[config.mk]
export PLATFORM = sky130hd
export DESIGN_NAME = wve_ram
export DESIGN_NICKNAME = d
export VERILOG_FILES = /design/src/hdl/wve_ram.sv
export SDC_FILE = /design/constraint.sdc
export NUM_CORES = 1
export LEC_CHECK = 0
export BUFFER_PORTS_ARGS = -buffer_cell sky130_fd_sc_hd__buf_2
export CELL_PAD_IN_SITES_DETAIL_PLACEMENT = 1
export CELL_PAD_IN_SITES_GLOBAL_PLACEMENT = 1
export CORE_MARGIN = 3
export CORE_UTILIZATION = 45
export DETAILED_ROUTE_END_ITERATION = 10
export GPL_TIMING_DRIVEN = 0
export PLACE_DENSITY = 0.73
export SETUP_SLACK_MARGIN = 0.5
export SYNTH_ARGS = -nofsm -noshare
export SYNTH_HDL_FRONTEND = slang
export SYNTH_SLANG_ARGS = --single-unit
[constraint.sdc]
create_clock -name clk -period 2.98 [get_ports clk]
set_input_delay 0.298 -clock clk [delete_from_list [all_inputs] [get_ports clk]]
set_output_delay 0.298 -clock clk [all_outputs]
set_load 0.02 [all_outputs]
[src/hdl/wve_ram.sv]
// ----------------------------------------------------------------------------
// wve_ram: generic single-port-write, single-port-read RAM
// Synchronous write, registered read.
// ----------------------------------------------------------------------------
module wve_ram #(
	parameter int Width = 32,
	parameter int Depth = 32
) (
	input  logic                     clk,
	input  logic                     we,
	input  logic [$clog2(Depth)-1:0] waddr,
	input  logic [Width-1:0]         wdata,
	input  logic [$clog2(Depth)-1:0] raddr,
	output logic [Width-1:0]         rdata
);
	logic [Width-1:0] mem_q [Depth];

	always_ff @(posedge clk) begin
		if (we) begin
			mem_q[waddr] <= wdata;
		end
		rdata <= mem_q[raddr];
	end
endmodule

==> out/results.ini, run 1 <==
[yosys]
synth_warnings=0
seq_area_frac_synth_pct=77.5
yosys.area.top_type=edfxtp_1
synth_fp_nets=2304
yosys.area.top_type_share_pct=76.0
synth_area_leaders=edfxtp_1 76%, mux2i_1 13%, a22oi_1 1.8%, dfxtp_1 1.6%, a22o_1 1.4%
synthCells=2260
netlist-cell-type-count=25
syn_area_sq_um=40500
syn_avg_cell_area_sq_um=17.9
yosys_register_bits=1056

[global_route]
grt-ovfl-total=0
antenna_found_initial=1
grt_max_degree=33
first_global_vias=23700
grt_pass1_wl_um=159000
track_usage_pct=23.1

[detailed_routing]
wl_per_cell_um=29.3
drt_wl_total_um=109000
viasPerCell=5.86
detail-route-antenna-nets=0
drc=0
vias=21900
initialDrtViolationCount=2011
drtPass1Iterations=5

[timing]
setup_viol=0
min_period_over_period_pct=72.7
maxSlewHeadroom_pct=18.6
worst_slack_ps=814
skew_ps=18.2
grt_setup_unrepaired=false
hold_ws_ps=190
finalHoldViolations=0
tightest_slew_ps=1220
clock.fmax_mhz=462
fin_crit_ps=2170
slew_viol_final=0

[floorplan]
core_sq_um=88800
io_pins=76
num_rows=109
die-height_um=306
dieArea_sq_um=93600
chipWidth_um=306
start_util_pct=45.6

[cts]
postCtsSetupRepairBufs=0
cts_tree=yes
cts_root_buffer=clkbuf_16
htreeDepth=3
numCtsBuffers=105
clock-sinks=1056
cts_resized=0
cts_buffer_depth=3
ctsHoldBuffers=0
cts.clk_slew.worst_paths_ps=60
clkLatencyLatePin_ps=660

[critical_path]
worstPathMaxFanout=10
crit-reg2reg-launch=mem_q[2][14]$_DFFE_PP_
rr_worst_depth=5
critPathLaunchType=input pin
required_ps=3430
slowest_delay_ps=620
cp.arrival_ps=2610
ff2ff_setup_slack_ps=1150
cp_common_cell=clkbuf_1
end_kind=flop
critPathBufInv=3
critical-path-slowest-cell=clkbuf_1
reg2reg_to=rdata[14]$_DFF_P_
path_delay_family=buffers and inverters
crit_type=in2reg
crit_chain=buf_2 > or2_2 > clkbuf_1 > clkbuf_1 > nor3_1 > a31oi_1 > nand3_1

[job]
cap_violations=0

[pwr]
p_per_area_nw_per_um2=674
ir_worst_vdd_mv=0.517
p_leak_nw=16.3

[hold_path]
hold_path_startpoint=wdata[25]
holdPathEnd=mem_q[12][25]$_DFFE_PP_
hold_depth=1
hold_class=in2reg

[layout]
drive_above_1_share_pct=14.3
final_nets=2517
postLayoutCoreUtil_pct=52.6
area_delta_synth_final_pct=15.3

[place]
pre_cts_ws_ps=200
dp.final_hpwl_um=69400
place.gp.congestion=0.808
port_buffers=74

[outcome]
status=complete, no violations

[where the power goes]
part | total, W | switching [W] | internal [W]
combinational | 0.00178 | 0.00125 | 0.000532
clock | 0.0131 | 0.00548 | 0.00761
sequential | 0.0166 | 0.0000648 | 0.0165
total | 0.0315 | 0.00680 | 0.0247
[worst max path at each step]
stage              from                 endpoint  cells after the start
2_1_floorplan  waddr[1]   mem_q[12][0]$_DFFE_PP_                      3
3_3_place_gp   waddr[1]  mem_q[16][18]$_DFFE_PP_                      4
3_5_place_dp   waddr[1]   mem_q[4][18]$_DFFE_PP_                      5
4_1_cts        waddr[1]   mem_q[4][25]$_DFFE_PP_                      5
5_1_grt        raddr[2]        rdata[14]$_DFF_P_                      7
6_report       raddr[3]        rdata[14]$_DFF_P_                      7
[cells by family after synthesis]
| logic type | after synthesis | synth area share, % |
|---|---|---|
| flops | 1056 | 77.5 |
| mux | 512 | 12.7 |
| compound gates | 288 | 4.85 |
| simple gates | 277 | 3.10 |
| buf+inv | 127 | 1.86 |
[metrics by stage]
| step | std cells | total power, W | cell area, sq um | TNS (ps) |
|---|---|---|---|---|
| floorplan | 2260 | 0.0178 | 40500 | 0 |
| global route | 3728 | 0.0323 | 46700 | 0 |
| global placement | 3499 | 0.0185 | 42300 | -1000400 |
| detailed placement | 3531 | 0.0187 | 43300 | 0 |
| finish | 3730 | 0.0315 | 46700 | 0 |
| CTS | 3728 | 0.0316 | 46700 | 0 |
[synthesized netlist by cell type, drive strengths merged]
master and count:
nand2 98, a22o 64, and2b 1, or3 1
a31oi 32, or2 1, dfxtp 32, a22oi 96
buf 79, nor3 32, or3b 3, clkbuf 48
edfxtp 1024, nand2b 2, nand3 98, nor2 34
nor2b 1, nand3b 5, a21oi 96, mux2i 512
and2 1
[sequential cells by signal, indices dropped and copies added (netlist names)]
signal / cells
mem_q: 1024
rdata: 32
[placed cells by master, fill, tap and decap left out, drive strengths merged, types with 47 or more instances in the layout]
cell | synthesis | routed
edfxtp | 1024 | 1024
mux2i | 512 | 512
buf | 79 | 185
clkbuf | 48 | 182
nand2 | 98 | 98
nand3 | 98 | 98
a22oi | 96 | 96
a21oi | 96 | 96
a22o | 64 | 64
clkinv | 0 | 47
[routing by layer]
metal / part of all wire (%) / global-route usage (%) / vias to the layer above / routed length [um]
met2: 51 / 40.6 / 786 / 56000
met1: 40 / 29.9 / 11500 / 43900
li1: - / - / 9411 / -
met4: 2.5 / 7.05 / 0 / 2750
met5: 0 / 0 / - / 0
met3: 5.9 / 3.16 / 177 / 6470
[layout make-up]
| type | count | area [sq um] |
|---|---|---|
| fillers | 8010 | 42100 |
| flip-flops and latches | 1056 | 31400 |
| multi-input cells | 1077 | 8580 |
| clock buffers | 134 | 2890 |
| well taps | 1165 | 1460 |
| repair buffers | 106 | 1070 |
| plain buffers | 127 | 753 |
| clock inverters | 63 | 524 |
| diodes | 2 | 5.00 |
Power figures use the tool's default switching activity.
==> run 2: changes to the inputs <==
Clock period 2.98 ns to 2.1 ns, I/O delays scaled along.
==> run 2 against run 1 <==
Net effect: clock-buffer cell count down 4; utilization increased by 0.71 points; routed wire length is 5.0% higher; final cell count rose by 1.4%; die area stayed put; flip-flop and latch count did not move; worst setup slack got worse by 480 ps; hold slack lost 120 ps; combinational power increased by 49%; via count up 2.1%; critical endpoint is now mem_q[23][7]$_DFFE_PP_; highest routed layer is now met5.
==> out/results.ini, run 2 (synthesis results as in run 1) <==
[layout]
drive_above_1_share_pct=18.7
final_cell_mix=1,024 x edfxtp_1, 512 x mux2i_1, 112 x clkbuf_16, 98 x nand2_1
postLayoutCellArea_sq_um=47300
reg_top3=mem_q x1024, rdata x32
area_delta_synth_final_pct=16.8
final_nets=2575
final_common_cell=edfxtp_1
regMostFlops=mem_q
largest_reg_flops=1024

[global_route]
first_global_vias=23400
antenna_found_initial=5
grt_max_degree=33
track_usage_pct=23.2
grt_pass1_wl_um=158000
grt-ovfl-total=0

[timing]
tightest_slew_ps=1290
clock.fmax_mhz=565
fin_crit_ps=1770
min_period_over_period_pct=84.3
setup_viol=0
hold_ws_ps=66.2
maxSlewHeadroom_pct=14.1
finalHoldViolations=0
grt_setup_unrepaired=true
skew_ps=27.3
slew_viol_final=0

[cts]
cts.clk_slew.worst_paths_ps=70
cts_root_buffer=clkbuf_16
numCtsBuffers=106
ctsHoldBuffers=0
htreeDepth=3
cts_buffer_depth=3
clkLatencyLatePin_ps=690
cts_tree=yes
clock-sinks=1056

[pwr]
ir_worst_vdd_mv=0.631
p_per_area_nw_per_um2=956
finalPower_w=0.0452
p_leak_nw=16.6

[floorplan]
io_pins=76
num_rows=109
dieArea_sq_um=93600
die-height_um=306
start_util_pct=45.6
core_sq_um=88800
chipWidth_um=306

[hold_path]
hold_class=in2reg

[critical_path]
crit_type=in2reg
worstPathMaxFanout=32
critical-path-slowest-cell=nor2_4
end_kind=flop
slowest_delay_ps=1120
critPathLaunchType=input pin
crit_chain=buf_12 > nand3b_1 > nor2_4
required_ps=2380
cp.arrival_ps=2050

[detailed_routing]
drt_wl_total_um=115000
viasPerCell=5.90
drtPass1Iterations=5
initialDrtViolationCount=2436
wl_per_cell_um=30.3
drc=0
detail-route-antenna-nets=0
vias=22300

[job]
cap_violations=0

[place]
postPlaceCellArea_sq_um=42600
port_buffers=74
place.gp.congestion=0.807
dp.final_hpwl_um=65000

[outcome]
status=complete, no violations

run 2: cell count changes in the layout (fill, tap and decap cells not counted), sizes merged, moves of 2 or more:
cell      before  now
buf          185  209
clkinvlp       5    2
inv            2    5
nor2          34   63
bufinv         9   11
clkinv        47   45
run 2: path summary, 6_finish.rpt:
| path | slack, ps | cells after the start | from | end |
|---|---|---|---|---|
| max | 330 | 3 | waddr[3] | mem_q[23][7]$_DFFE_PP_ |
| min | 70 | 1 | wdata[26] | mem_q[10][26]$_DFFE_PP_ |
| max reg2reg | 480 | 5 | mem_q[3][9]$_DFFE_PP_ | rdata[9]$_DFF_P_ |
| min reg2reg | 620 | 4 | mem_q[11][26]$_DFFE_PP_ | rdata[26]$_DFF_P_ |
run 2: critical path, delay by kind of cell:
kind	cells	cell delay, ps
buffers and inverters	1	110
AND/OR/NAND/NOR	2	1670
run 2: layout make-up:
cell class / count / area [sq um]
Multi-Input combinational cell: 1106 / 9030
Fill cell: 8024 / 41500
Clock inverter: 63 / 611
Timing Repair Buffer: 134 / 1110
Clock buffer: 130 / 2880
Tap cell: 1165 / 1460
Antenna cell: 3 / 7.51
Buffer: 127 / 821
Sequential cell: 1056 / 31400
run 2: per-layer routing:
layer | GRT usage, % | vias to the layer above | wire (um)
li1 | - | 9555 | -
met1 | 29.8 | 11700 | 44700
met2 | 39.9 | 907 | 57600
met3 | 4.34 | 202 | 8430
met4 | 8.16 | 2 | 3870
met5 | 0 | - | 11
run 2: per-stage QoR:
step,std cells,utilization (%),setup WS (ps),setup TNS [ps]
floorplan,2260,-,206,0
global placement,3499,48.0,-820,-459680
detailed placement,3499,48.0,-863,-533530
CTS,3729,52.4,-101,-6320
global route,3781,53.3,244,0
finish,3784,53.3,330,0
run 2: what timing repair did:
action                                  4_1_cts  5_1_grt
setup buffers                                23       37
gates cloned                                 14       15
endpoints found under the setup margin      926      747
pin swaps                                    25       32
resized for setup                            36       61
run 2: power by group:
| group | internal [W] | switching (W) |
|---|---|---|
| logic | 0.000808 | 0.00185 |
| registers | 0.0234 | 0.0000903 |
| clock network | 0.0111 | 0.00796 |
| total | 0.0353 | 0.00990 |
